[src/sv/htw_pkg.sv]
package htw_pkg;

  localparam int NumBucketsDef = 16;
  localparam int NumSlotsDef = 64;
  localparam int KeyW = 32;
  localparam int LinkW = 7;
  localparam logic [LinkW-1:0] NilLink = 7'd127;

  typedef enum logic [1:0] {
    ACT_SCHED  = 2'd0,
    ACT_CANCEL = 2'd1,
    ACT_TICK   = 2'd2,
    ACT_QUERY  = 2'd3
  } action_t;

  typedef enum logic [2:0] {
    KIND_SCHED  = 3'd0,
    KIND_CANCEL = 3'd1,
    KIND_FIRED  = 3'd2,
    KIND_TIME   = 3'd3,
    KIND_IDLE   = 3'd4
  } kind_t;

  typedef enum logic [1:0] {
    ST_OK     = 2'd0,
    ST_QUEUED = 2'd1,
    ST_NOTQ   = 2'd2
  } status_t;

  typedef struct packed {
    logic [1:0]  action;
    logic [5:0]  event_id;
    logic [23:0] delay;
  } in_req_t;

  typedef struct packed {
    logic [2:0]  kind;
    logic [5:0]  fired_id;
    logic [23:0] remaining;
    logic [1:0]  status;
    logic        last;
  } out_res_t;

  typedef enum logic [3:0] {
    S_IDLE,
    S_RD,
    S_WALK_RD,
    S_WALK,
    S_INS_NRD,
    S_INS_FIX,
    S_INS_LNK,
    S_UNL_RD,
    S_UNL_FIX,
    S_TICK_HD,
    S_TICK_KEY,
    S_DONE
  } state_t;

  function automatic logic key_before(input logic [KeyW-1:0] a, input logic [KeyW-1:0] b);
    logic [KeyW-1:0] d;
    d = a - b;
    return d[KeyW-1];
  endfunction

endpackage

[src/sv/hashed_timer_wheel_sorted_buckets.sv]
// Hashed timing wheel timer scheduler with sorted buckets.
// Raise start with a request on in_req; it is taken at the first edge where
// busy is low. Actions: schedule, cancel, tick, query remaining time.
// Results appear on out_res, each for exactly one cycle with out_valid high;
// the last result of a request has last set. The receiver cannot stall.
// Event keys and prev/next links live in synchronous memories with registered
// reads; bucket head/tail tables and queued flags are flip-flops.
// A query and any rejected request finish without touching the lists; a cancel
// unlinks its event; a schedule into an empty bucket needs no walk, else it
// walks the bucket from the tail, comparing keys; a tick fires due events from
// the head and stops at an empty bucket or at a head that is not yet due.
// Busy falls in the cycle that carries the last result, and the next request
// can be taken at the edge that ends it; no request is taken before that.
// Reset clears the pulse counter, all queued flags and all bucket heads and
// tails at once; no clearing pass is needed and start is taken right after.
module hashed_timer_wheel_sorted_buckets #(
  parameter int NUM_BUCKETS = htw_pkg::NumBucketsDef,
  parameter int NUM_SLOTS = htw_pkg::NumSlotsDef
) (
  input  logic              clk,
  input  logic              rst_n,
  input  logic              start,
  output logic              busy,
  input  htw_pkg::in_req_t  in_req,
  output logic              out_valid,
  output htw_pkg::out_res_t out_res
);
  import htw_pkg::*;

  localparam int BW = (NUM_BUCKETS > 1) ? $clog2(NUM_BUCKETS) : 1;
  localparam int SW = (NUM_SLOTS > 1) ? $clog2(NUM_SLOTS) : 1;

  logic [KeyW-1:0]  key_mem  [NUM_SLOTS];
  logic [LinkW-1:0] next_mem [NUM_SLOTS];
  logic [LinkW-1:0] prev_mem [NUM_SLOTS];
  logic [NUM_SLOTS-1:0] queued_r, queued_nxt;
  logic [LinkW-1:0] head_r [NUM_BUCKETS];
  logic [LinkW-1:0] tail_r [NUM_BUCKETS];

  state_t state_r, state_nxt;
  logic [KeyW-1:0] pulse_r, pulse_nxt;
  in_req_t req_r, req_nxt;
  logic [KeyW-1:0] nkey_r, nkey_nxt;
  logic [LinkW-1:0] cur_r, cur_nxt;
  logic [LinkW-1:0] n_r, n_nxt;
  logic [BW-1:0] bkt_r, bkt_nxt;
  logic any_r, any_nxt;
  logic tick_r, tick_nxt;

  logic [SW-1:0] rd_addr;
  logic [KeyW-1:0] rd_key;
  logic [LinkW-1:0] rd_next, rd_prev;

  logic key_we, nx_we, pv_we;
  logic [SW-1:0] key_wa, nx_wa, pv_wa;
  logic [KeyW-1:0] key_wd;
  logic [LinkW-1:0] nx_wd, pv_wd;

  logic hd_we, tl_we;
  logic [BW-1:0] hd_wa, tl_wa;
  logic [LinkW-1:0] hd_wd, tl_wd;

  logic ov_nxt;
  out_res_t or_nxt;
  logic ov_r;
  out_res_t or_r;

  function automatic logic [BW-1:0] bsel(input logic [KeyW-1:0] k);
    return BW'(k % NUM_BUCKETS);
  endfunction

  function automatic logic lnk_ok(input logic [LinkW-1:0] l);
    return 32'(l) < NUM_SLOTS;
  endfunction

  always_ff @(posedge clk) begin
    rd_key  <= key_mem[rd_addr];
    rd_next <= next_mem[rd_addr];
    rd_prev <= prev_mem[rd_addr];
    if (key_we) key_mem[key_wa] <= key_wd;
    if (nx_we) next_mem[nx_wa] <= nx_wd;
    if (pv_we) prev_mem[pv_wa] <= pv_wd;
  end

  always_ff @(posedge clk) begin
    if (!rst_n) begin
      state_r  <= S_IDLE;
      pulse_r  <= '0;
      queued_r <= '0;
      ov_r     <= 1'b0;
      for (int i = 0; i < NUM_BUCKETS; i++) begin
        head_r[i] <= NilLink;
        tail_r[i] <= NilLink;
      end
    end else begin
      state_r  <= state_nxt;
      pulse_r  <= pulse_nxt;
      queued_r <= queued_nxt;
      ov_r     <= ov_nxt;
      if (hd_we) head_r[hd_wa] <= hd_wd;
      if (tl_we) tail_r[tl_wa] <= tl_wd;
    end
  end

  always_ff @(posedge clk) begin
    req_r  <= req_nxt;
    nkey_r <= nkey_nxt;
    cur_r  <= cur_nxt;
    n_r    <= n_nxt;
    bkt_r  <= bkt_nxt;
    any_r  <= any_nxt;
    tick_r <= tick_nxt;
    or_r   <= or_nxt;
  end

  assign busy = (state_r != S_IDLE);
  assign out_valid = ov_r;
  assign out_res = or_r;

  logic [SW-1:0] id_s;
  logic id_ok;
  logic [23:0] dly;
  logic [KeyW-1:0] q_diff;
  assign id_s = req_r.event_id[SW-1:0];
  assign id_ok = 32'(req_r.event_id) < NUM_SLOTS;
  assign dly = (req_r.delay == '0) ? 24'd1 : req_r.delay;
  assign q_diff = rd_key - pulse_r;

  always_comb begin
    state_nxt = state_r;
    unique case (state_r)
      S_IDLE:     if (start) state_nxt = S_RD;
      S_RD: begin
        unique case (action_t'(req_r.action))
          ACT_SCHED: begin
            if (!id_ok || queued_r[id_s]) state_nxt = S_DONE;
            else state_nxt = lnk_ok(tail_r[bsel(pulse_r + KeyW'(dly))]) ? S_WALK : S_INS_NRD;
          end
          ACT_CANCEL: state_nxt = (id_ok && queued_r[id_s]) ? S_UNL_RD : S_DONE;
          ACT_QUERY:  state_nxt = S_DONE;
          default:    state_nxt = S_TICK_HD;
        endcase
      end
      S_WALK_RD:  state_nxt = S_WALK;
      S_WALK: begin
        if (key_before(rd_key, nkey_r)) state_nxt = S_INS_NRD;
        else if (lnk_ok(rd_prev)) state_nxt = S_WALK_RD;
        else state_nxt = S_INS_NRD;
      end
      S_INS_NRD:  state_nxt = S_INS_FIX;
      S_INS_FIX:  state_nxt = S_INS_LNK;
      S_INS_LNK:  state_nxt = S_DONE;
      S_UNL_RD:   state_nxt = S_UNL_FIX;
      S_UNL_FIX:  state_nxt = tick_r ? S_TICK_HD : S_DONE;
      S_TICK_HD:  state_nxt = lnk_ok(head_r[bkt_r]) ? S_TICK_KEY : S_IDLE;
      S_TICK_KEY: state_nxt = key_before(pulse_r, rd_key) ? S_IDLE : S_UNL_RD;
      S_DONE:     state_nxt = S_IDLE;
      default:    state_nxt = S_IDLE;
    endcase
  end

  always_comb begin
    pulse_nxt = pulse_r;
    queued_nxt = queued_r;
    req_nxt = req_r;
    nkey_nxt = nkey_r;
    cur_nxt = cur_r;
    n_nxt = n_r;
    bkt_nxt = bkt_r;
    any_nxt = any_r;
    tick_nxt = tick_r;
    rd_addr = id_s;
    key_we = 1'b0; key_wa = id_s; key_wd = nkey_r;
    nx_we = 1'b0; nx_wa = id_s; nx_wd = NilLink;
    pv_we = 1'b0; pv_wa = id_s; pv_wd = NilLink;
    hd_we = 1'b0; hd_wa = bkt_r; hd_wd = NilLink;
    tl_we = 1'b0; tl_wa = bkt_r; tl_wd = NilLink;
    ov_nxt = 1'b0;
    or_nxt = or_r;
    unique case (state_r)
      S_IDLE: begin
        if (start) begin
          req_nxt = in_req;
          tick_nxt = 1'b0;
          any_nxt = 1'b0;
        end
      end
      S_RD: begin
        nkey_nxt = pulse_r + KeyW'(dly);
        bkt_nxt = bsel(pulse_r + KeyW'(dly));
        if (action_t'(req_r.action) == ACT_SCHED) begin
          cur_nxt = tail_r[bsel(pulse_r + KeyW'(dly))];
          rd_addr = cur_nxt[SW-1:0];
        end else if (action_t'(req_r.action) == ACT_TICK) begin
          pulse_nxt = pulse_r + 1'b1;
          bkt_nxt = bsel(pulse_r + 1'b1);
          tick_nxt = 1'b1;
        end
      end
      S_WALK_RD: rd_addr = cur_r[SW-1:0];
      S_WALK: begin
        if (!key_before(rd_key, nkey_r)) begin
          cur_nxt = rd_prev;
          rd_addr = rd_prev[SW-1:0];
        end
      end
      S_INS_NRD: begin
        rd_addr = cur_r[SW-1:0];
        if (lnk_ok(cur_r)) n_nxt = NilLink;
        else n_nxt = head_r[bkt_r];
      end
      S_INS_FIX: begin
        if (lnk_ok(cur_r)) n_nxt = rd_next;
        key_we = 1'b1;
        queued_nxt[id_s] = 1'b1;
        pv_we = 1'b1; pv_wd = cur_r;
        nx_we = 1'b1; nx_wd = n_nxt;
        if (!lnk_ok(cur_r)) begin
          hd_we = 1'b1; hd_wd = {1'b0, req_r.event_id};
        end
        if (!lnk_ok(n_nxt)) begin
          tl_we = 1'b1; tl_wd = {1'b0, req_r.event_id};
        end
      end
      S_INS_LNK: begin
        if (lnk_ok(cur_r)) begin
          nx_we = 1'b1; nx_wa = cur_r[SW-1:0]; nx_wd = {1'b0, req_r.event_id};
        end
        if (lnk_ok(n_r)) begin
          pv_we = 1'b1; pv_wa = n_r[SW-1:0]; pv_wd = {1'b0, req_r.event_id};
        end
      end
      S_UNL_RD: rd_addr = cur_r[SW-1:0];
      S_UNL_FIX: begin
        hd_wa = bsel(rd_key);
        tl_wa = bsel(rd_key);
        queued_nxt[cur_r[SW-1:0]] = 1'b0;
        if (!lnk_ok(rd_prev)) begin
          hd_we = 1'b1; hd_wd = rd_next;
        end else begin
          nx_we = 1'b1; nx_wa = rd_prev[SW-1:0]; nx_wd = rd_next;
        end
        if (!lnk_ok(rd_next)) begin
          tl_we = 1'b1; tl_wd = rd_prev;
        end else begin
          pv_we = 1'b1; pv_wa = rd_next[SW-1:0]; pv_wd = rd_prev;
        end
        if (tick_r) begin
          or_nxt = '{kind: KIND_FIRED, fired_id: cur_r[5:0], remaining: '0,
                     status: ST_OK, last: 1'b0};
          any_nxt = 1'b1;
        end
      end
      S_TICK_HD: begin
        cur_nxt = head_r[bkt_r];
        rd_addr = head_r[bkt_r][SW-1:0];
        if (!lnk_ok(head_r[bkt_r])) begin
          ov_nxt = 1'b1;
          if (any_r) begin
            or_nxt = or_r;
            or_nxt.last = 1'b1;
          end else begin
            or_nxt = '{kind: KIND_IDLE, fired_id: '0, remaining: '0,
                       status: ST_OK, last: 1'b1};
          end
        end
      end
      S_TICK_KEY: begin
        rd_addr = cur_r[SW-1:0];
        if (key_before(pulse_r, rd_key)) begin
          ov_nxt = 1'b1;
          if (any_r) begin
            or_nxt = or_r;
            or_nxt.last = 1'b1;
          end else begin
            or_nxt = '{kind: KIND_IDLE, fired_id: '0, remaining: '0,
                       status: ST_OK, last: 1'b1};
          end
        end else if (any_r) begin
          ov_nxt = 1'b1;
        end
      end
      S_DONE: begin
        ov_nxt = 1'b1;
        or_nxt = '{kind: KIND_SCHED, fired_id: req_r.event_id, remaining: '0,
                   status: ST_OK, last: 1'b1};
        unique case (action_t'(req_r.action))
          ACT_SCHED: begin
            or_nxt.kind = KIND_SCHED;
            if (!id_ok) or_nxt.status = ST_NOTQ;
            else if (tick_r) or_nxt.status = ST_QUEUED;
          end
          ACT_CANCEL: begin
            or_nxt.kind = KIND_CANCEL;
            if (!tick_r) or_nxt.status = ST_NOTQ;
          end
          default: begin
            or_nxt.kind = KIND_TIME;
            if (!id_ok || !queued_r[id_s]) or_nxt.status = ST_NOTQ;
            else if (q_diff[KeyW-1]) or_nxt.remaining = '0;
            else if (q_diff > 32'hFF_FFFF) or_nxt.remaining = 24'hFF_FFFF;
            else or_nxt.remaining = q_diff[23:0];
          end
        endcase
      end
      default: ;
    endcase
    if (state_r == S_RD && action_t'(req_r.action) == ACT_SCHED && id_ok &&
        queued_r[id_s]) begin
      tick_nxt = 1'b1;
    end
    if (state_r == S_RD && action_t'(req_r.action) == ACT_CANCEL) begin
      cur_nxt = {1'b0, req_r.event_id};
      tick_nxt = 1'b0;
    end
    if (state_r == S_UNL_FIX && !tick_r) tick_nxt = 1'b1;
    if (state_r == S_UNL_FIX && !tick_r &&
        action_t'(req_r.action) == ACT_CANCEL) begin
      tick_nxt = 1'b1;
    end
    if (state_r == S_TICK_KEY && !key_before(pulse_r, rd_key)) tick_nxt = 1'b1;
    if (state_r == S_DONE || state_r == S_TICK_HD) tick_nxt = tick_r;
  end

  assert property (@(posedge clk) disable iff (!rst_n) out_valid |-> busy || out_res.last)
    else $error("result outside a request");
  assert property (@(posedge clk) disable iff (!rst_n) (busy && !$past(busy)) |=> busy)
    else $error("request finished too early");
  assert property (@(posedge clk) disable iff (!rst_n)
    (out_valid && out_res.last) |-> !busy)
    else $error("busy after final result");

endmodule

[config.mk]
export PLATFORM = sky130hd
export DESIGN_NAME = hashed_timer_wheel_sorted_buckets
export DESIGN_NICKNAME = d
export VERILOG_FILES = /design/src/sv/htw_pkg.sv /design/src/sv/hashed_timer_wheel_sorted_buckets.sv
export SDC_FILE = /design/constraint.sdc
export NUM_CORES = 2
export LEC_CHECK = 0
export ABC_AREA = 1
export BUFFER_PORTS_ARGS = -buffer_cell sky130_fd_sc_hd__buf_2
export CORE_MARGIN = 8
export CORE_UTILIZATION = 40
export CTS_BUF_LIST = sky130_fd_sc_hd__clkbuf_4
export DETAILED_ROUTE_END_ITERATION = 8
export GPL_TIMING_DRIVEN = 0
export PLACE_DENSITY_LB_ADDON = 0.1
export SETUP_SLACK_MARGIN = 0.2
export SYNTH_ARGS = -nofsm -noshare
export SYNTH_HDL_FRONTEND = slang
export SYNTH_SLANG_ARGS = --single-unit
export TNS_END_PERCENT = 30
[constraint.sdc]
create_clock -name clk -period 5.85 [get_ports clk]
set_clock_uncertainty 0.15 [all_clocks]
set_input_delay 0.585 -clock clk [delete_from_list [all_inputs] [get_ports clk]]
set_output_delay 0.585 -clock clk [all_outputs]
set_load 0.005 [all_outputs]
# --- Yosys cells after proc, flatten, opt, wreduce, memory -nomap -nowiden ---
# Memories as Yosys holds them, arrays and structs flattened. A register that Yosys moved wholly into a read port is not among the register bits.
# Index checks and enable logic that the tools add are counted.
totals:
  ff_bits: 221
  ramBits: 3168
  out_inout_bits: 38
  inputBits: 35
  memories: 5
  elab_cells: 215
memory_table:
  columns: ["name", "words", "width", "rd", "rd_clocked_by_memory_dff", "write_ports", "line_no", "text"]
  rows:
  - ["key_mem", 64, 32, 1, 1, 1, "hashed_timer_wheel_sorted_buckets.sv:33", "logic [KeyW-1:0] key_mem [NUM_SLOTS];"]
  - ["next_mem", 64, 7, 1, 1, 1, "hashed_timer_wheel_sorted_buckets.sv:34", "logic [LinkW-1:0] next_mem [NUM_SLOTS];"]
  - ["prev_mem", 64, 7, 1, 1, 1, "hashed_timer_wheel_sorted_buckets.sv:35", "logic [LinkW-1:0] prev_mem [NUM_SLOTS];"]
  - ["head_r", 16, 7, 1, 1, 16, "hashed_timer_wheel_sorted_buckets.sv:37", "logic [LinkW-1:0] head_r [NUM_BUCKETS];"]
  - ["tail_r", 16, 7, 1, 0, 16, "hashed_timer_wheel_sorted_buckets.sv:38", "logic [LinkW-1:0] tail_r [NUM_BUCKETS];"]
classes:
  magnitude_cmp: 12
  n_mux: 110
  eq_ne: 25
  n_reduce_logical: 34
  bitwise: 5
  addsub: 5
ops:
  columns: ["cell", "n"]
  rows:
  - ["2-to-1 mux 36 bit", 4]
  - ["one-hot mux 36 bit (4 select lines)", 1]
  - ["one-hot mux 64 bit (2 select lines)", 1]
  - ["2-to-1 mux 24 bit", 5]
  - ["2-to-1 mux 7 bit", 15]
  - ["subtractor 32 bit", 3]
  - ["bitwise AND 64 bit", 1]
  - ["NOT 64 bit", 1]
  - ["OR 64 bit", 1]
  - ["one-hot mux 7 bit (3 select lines)", 3]
  - ["< comparator 7 bit (second input constant)", 7]
  - ["one-hot mux 4 bit (11 select lines)", 1]
  - ["2-to-1 mux 6 bit", 7]
  - ["one-hot mux 7 bit (2 select lines)", 3]
  - ["2-to-1 mux 4 bit", 10]
  - ["2-to-1 mux 1 bit", 37]
  - ["adder 32 x 1 -> 32 bit (second input constant)", 1]
  - ["adder 32 x 24 -> 32 bit", 1]
  - ["> comparator 32 x 24 -> 1 bit (second input constant)", 1]
  - ["zero test 24 bit", 1]
  - ["one-hot mux 6 bit (2 select lines)", 2]
  - ["one-hot mux 6 bit (4 select lines)", 1]
  - ["== test 4 x 3 -> 1 bit (second input constant)", 4]
  - ["== test 4 bit (second input constant)", 4]
  - ["37 further kinds", 76]

# --- Logic depth before layout (Yosys ltp) ---
logic_depth:
  ltp_word: 11
  depth_mapped: 29
  ltp_nobuf: 26

# --- Worst setup path before layout ---
# OpenSTA, ideal clock, no wires.
synth_timing:
  path_type: "register -> register"
  start: "register pulse_r[24]"
  end: "register or_r, in the netlist out_res[10], enable pin"
  t_arrival_ps: 4431
  path_slack_ps: 799
  period_less_slack_ps: 5051
  setup_ps: 471
  path_stages_with_launch: 14
  t_required_ps: 5229
  cell_sequence: "dfxtp_1 -> clkbuf_1 -> inv_1 -> ha_1 -> nand2_1 -> nor2_1 -> nand2_1 -> nor4_1 -> nand2_1 -> o211ai_1 -> xor2_1 -> nand2_1 -> nand3_1 -> nor3_1"
synth_between:
  elab_chain_len: 3
synth_rtl:
  columns: ["element", "line_no", "text"]
  rows:
  - ["from (decl)", "hashed_timer_wheel_sorted_buckets.sv:41", "logic [KeyW-1:0] pulse_r, pulse_nxt;"]
  - ["from (signal assigned)", "hashed_timer_wheel_sorted_buckets.sv:97", "pulse_r <= pulse_nxt;"]
  - ["subtractor 32 bit", "htw_pkg.sv:61", "d = a - b;"]
  - ["!= test 2 bit (no line)", null, null]
  - ["AND reduction 4 bit (no line)", null, null]
  - ["to (signal assigned)", "hashed_timer_wheel_sorted_buckets.sv:113", "or_r <= or_nxt;"]
  - ["to (decl)", "hashed_timer_wheel_sorted_buckets.sv:66", "out_res_t or_r;"]
# Every way passes these cells.
# A chain may end at the register's enable or synchronous reset.

# --- Final worst setup path ---
layout_timing:
  start: "register state_r[2]"
  end: "memory next_mem[54][1], enable pin"
layout_between:
  elab_chain_len: 4
layout_rtl:
  columns: ["element", "line_no", "text"]
  rows:
  - ["from (decl)", "hashed_timer_wheel_sorted_buckets.sv:40", "state_t state_r, state_nxt;"]
  - ["from (signal assigned)", "hashed_timer_wheel_sorted_buckets.sv:96", "state_r <= state_nxt;"]
  - ["== test 4 bit or == test 4 x 3 -> 1 bit (tied branches)", "hashed_timer_wheel_sorted_buckets.sv:180", "unique case (state_r)"]
  - ["one-hot mux 1 bit (3 select lines)", "hashed_timer_wheel_sorted_buckets.sv:180", null]
  - ["2-to-1 mux 1 bit", "hashed_timer_wheel_sorted_buckets.sv:81", "if (nx_we) next_mem[nx_wa] <= nx_wd;"]
  - ["2-to-1 mux 1 bit (not written as such)", "hashed_timer_wheel_sorted_buckets.sv:81", null]
  - ["to (decl)", "hashed_timer_wheel_sorted_buckets.sv:34", null]
# Parallel ways exist; a longest one is shown, timed or not.

==> results by stage <==
Outcome:
- The run finished, with violations left.
- The final reports fail on DRC, capacitance limit, slew limit, setup timing.

Synth:
- The synthesized netlist occupies a cell area of ~160000 sq um.
- The synthesis-stage register bit count is roughly 3400.
- In this run the biggest area consumer among cell types represents ~63% of the synthesized area.
- The mux cell area share after synthesis is 0.0320%.
- The number of distinct library cell variants in the gate-level netlist after synthesis is 69.
- Summing the areas of all xor and xnor instances in the mapped netlist gives less than 1% of the synthesized area.
- The simple-gate share of the synthesized area is a little under a quarter.
- By area, the combinational part of the netlist is dominated by simple AND/OR/NAND/NOR gates.
- Yosys mapped a number of flops with a built-in enable equal to around 3300.
- The sequential-to-total area share from yosys stat is 65.1%.
- The fraction of registers with async set or reset after synthesis is 0%.
- In the synthesized netlist, the number of instances is approximately 15000.
- The largest total area in the synthesized netlist belongs to edfxtp_1.
- The share of the synthesized area in compound gates (AO/OA/AOI/OAI) is 2.90%.
- By area the synthesized netlist is led by edfxtp_1 (63%), nand3_1 (10%), nand2_1 (6.1%), inv_1 (5.1%), nand3b_1 (4.9%).
- The average instance area after synthesis is 10.6 sq um.
- The post-synthesis net count is 14900.
- The most frequently used flop master after synthesis is edfxtp_1.
- For this run, the number of Yosys warnings is 0.
- The adder-cell share of the synthesized area is 0.962%.

Cells and area:
- The share of layout cells above drive strength 1 is between 10% and 20%.
- After filler insertion, the fill cell instance count of the layout stands at roughly 37000.
- The total number of nets in the final design is approximately 16000.
- Relative to the synthesized area, the layout overhead comes to 19.8%.

Die:
- The floorplan step set the die width to 641 um.
- The floorplan step defined a die boundary enclosing 411000 sq um.
- Row generation in the floorplan step produced between 200 and 250 rows.
- The number of top-level pins is 73.
- The core region area is slightly below 400000 sq um.
- For this configuration, the core starts out at a cell density of between 40% and 50%.
- The die height is between 600 and 700 um.

Timing:
- The final number of max-transition violations is 10.
- Counting I/O delays and the setup requirement, the final critical path takes 5960 ps.
- The relative slew slack is -6.73%.
- The final critical path takes up 102% of the cycle.
- Setup repair after global routing could not meet its margin everywhere.
- Derived from the worst setup path, the maximum achievable clock frequency is 168 MHz.
- For the final routed database, the setup TNS stands at -2930 ps.
- The hold violation total from the final report came to 0.
- For the pin with the worst max-slew slack, the measured transition is 1600 ps.
- Setup violations remaining at the end of the flow were counted as 52.
- The least setup slack across all paths after layout is -114 ps.

Setup path:
- The arrival time of data at the critical path endpoint is ~7100 ps.
- The critical path data required time is between 6000 and 7000 ps.
- The most numerous cell type found on the critical path is nor2_1.
- The largest stage delay on the critical path is ~1400 ps.
- In this run the worst path has a maximum fanout of 8.
- The critical path goes through inv_2 > nand2_1 > nor2_1 > nor2_1 > inv_1 > nand2_1 > a221oi_1 > nand4_1 > nor2_1.
- The kind of critical path is reg2reg.
- The top cell family by delay on the critical path is simple AND/OR/NAND/NOR gates.
- On the critical path, the stage with the largest delay is an instance of nand4_1.
- The number of buffer and inverter instances along the worst setup path is 2.
- The endpoint kind of the worst setup timing path is a flip-flop.
- The type of element launching the critical path is a flip-flop.

CTS:
- Counting the buffers created by CTS gives 921.
- Clock latency on the worst-skew pair, taken at its later pin, is around 1700 ps.
- The number of H-tree levels is 6.
- After clock tree synthesis, the clock-pin slew on the worst setup and hold paths is 70 ps.
- The buffer depth of the longest clock path is 4.
- The clock root buffer is clkbuf_4.
- Clock tree synthesis found a total of about 3400 sinks.
- The clock tree from TritonCTS is done.

Hold path:
- The type of the tightest min-delay check is in2reg.

Routing:
- The first-pass detailed-route iteration total is 6.
- After detailed routing, the number of remaining DRC violations is 2.
- The routed length per placed instance is around 27 um.
- The count of antenna-violating nets left after detailed routing is 0.
- The final layout contains routed wiring with a total length of approximately 610 mm.
- Detailed routing inserted a total of 119000 vias.
- The starting DRC count in detailed routing is about 13000.
- In the routed layout, each cell is associated on average with a via count of between 5 and 6.

GRT:
- Entering global routing, the biggest net connects between 60 and 70 pins.
- In the global route stage, overall resource usage came out at 28.7%.
- The residual overflow from global routing is 0.
- The via count of the first global-routing pass is 113000.
- The global-route wire length before repair is about 840 mm.
- The initial antenna violation count is between 40 and 50.

Place:
- The count of buffers added on input and output ports is 72.
- The final weighted congestion in routability-driven placement is 0.992.
- Summed over all nets, the half-perimeter wirelength after detailed placement is around 450 mm.

Flow run:
- The number of max-cap violations is 3.
worst min-delay path, delay by kind of cell:
| kind | cells | cell delay (ps) |
|---|---|---|
| buffers and inverters | 3 | 970 |
| AOI/OAI and AO/OA | 1 | 300 |
stage by stage:
step	cells	util [%]	area (sq um)	hold slack, ps	setup slack [ps]
CTS	22100	47.6	185000	42.2	79.3
global route	22200	48.1	187000	199	17.2
global placement	20000	41.9	163000	325	-4780
floorplan	14800	-	156000	308	799
detailed placement	20400	43.6	169000	331	-1820
finish	22200	48.1	187000	190	-114
repair_timing:
action,4_1_cts,5_1_grt
gates cloned,2,4
gates resized for setup,622,446
hold buffers,100,0
endpoints found under the setup margin,70,224
buffers inserted,17,21
hold endpoints to repair,331,0
pin swaps,39,81
routing by layer:
metal  GRT usage (%)  routed length [um]  up-vias
met5               0                 352        -
met4            13.1               32700        8
met3            7.27               54400     1131
met2            44.9              270000     5138
met1            37.7              251000    58700
li1                -                   -    54300
sequential cells by signal (all words and copies together) (netlist names), 7 cells and up, named ones only:
signal and flops:
n_r 7, prev_mem 448, out_res 36, rd_next 7, head_r 112, key_wd 32, cur_r 7, tail_r 112
rd_key 32, rd_prev 7, next_mem 448, req_r 26, pulse_r 32, queued_r 64, key_mem 2048
area by class of cell:
class	instances	area (sq um)	area share [%]
Inverter	2136	8050	4.30
Antenna cell	26	65.1	0.0347
Timing Repair inverter	1	7.51	0.00401
Sequential cell	3439	102000	54.3
Clock inverter	210	1270	0.681
Clock buffer	1450	10900	5.81
Tap cell	5197	6500	3.47
Buffer	928	5800	3.10
Multi-Input combinational cell	8246	45200	24.1
Timing Repair Buffer	557	7740	4.13
cell families (layout without fill, tap and decap cells):
logic type / after synthesis / count (layout)
AND/OR/NAND/NOR: 7315 / 7315
flip-flops: 3439 / 3439
buffers and inverters: 3065 / 5282
AO/OA/AOI/OAI: 743 / 743
adder cells (fa/ha/maj): 119 / 119
XOR/XNOR: 64 / 64
multiplexers: 5 / 5
other: 0 / 26
cell usage after synthesis (4+ instances only):
master     count
a21oi_1      149
nand3b_1    1015
nand3_1     3134
o21bai_1       5
a22oi_1       23
inv_2         23
o21a_1        13
o22ai_1       23
o21ai_1        7
clkinv_1       5
o2111ai_1      9
mux2i_1        5
o221ai_1      21
a32oi_1        4
nor2_4         6
ha_1         117
nor4_1        13
o31ai_1        8
nor3_1       106
buf_1         61
buf_4         38
a211oi_1      72
nor2_2         6
xnor2_1       14
buf_6          4
clkbuf_1     279
o211ai_1      20
dfxtp_1      152
nor2_1       469
o21ai_0      269
nand2_2        6
nand2_1     2533
nand4_1       14
buf_2        543
a21o_1         4
a221oi_1      23
xor2_1        49
nand3_2        5
edfxtp_1    3287
a31oi_1       66
inv_1       2108
worst paths after layout:
kind | slack [ps] | from | endpoint | cells after the start
max | -110 | state_r[2] | next_mem[54][1] | 9
min | 190 | rst_n | head_r[12][1] | 4
max reg2reg | -110 | state_r[2] | next_mem[54][1] | 9
min reg2reg | 350 | queued_r[3] | queued_r[3] | 2
cell usage in the layout, fill, tap and decap left out, drive strengths merged, types with 26 or more instances in the layout:
master	instances
ha	117
xor2	49
buf	1038
a31oi	66
a211oi	72
a21oi	150
nand3	3139
nand3b	1015
clkbuf	1797
diode	26
clkinv	173
nand2	2539
inv	2141
dlygate4sd3	100
nor3	109
dfxtp	152
nor2	481
o21ai	278
edfxtp	3287
Power is left out: the tool's default activity adds up to more than one toggle a clock period on the data nets, which glitch-free logic cannot reach.
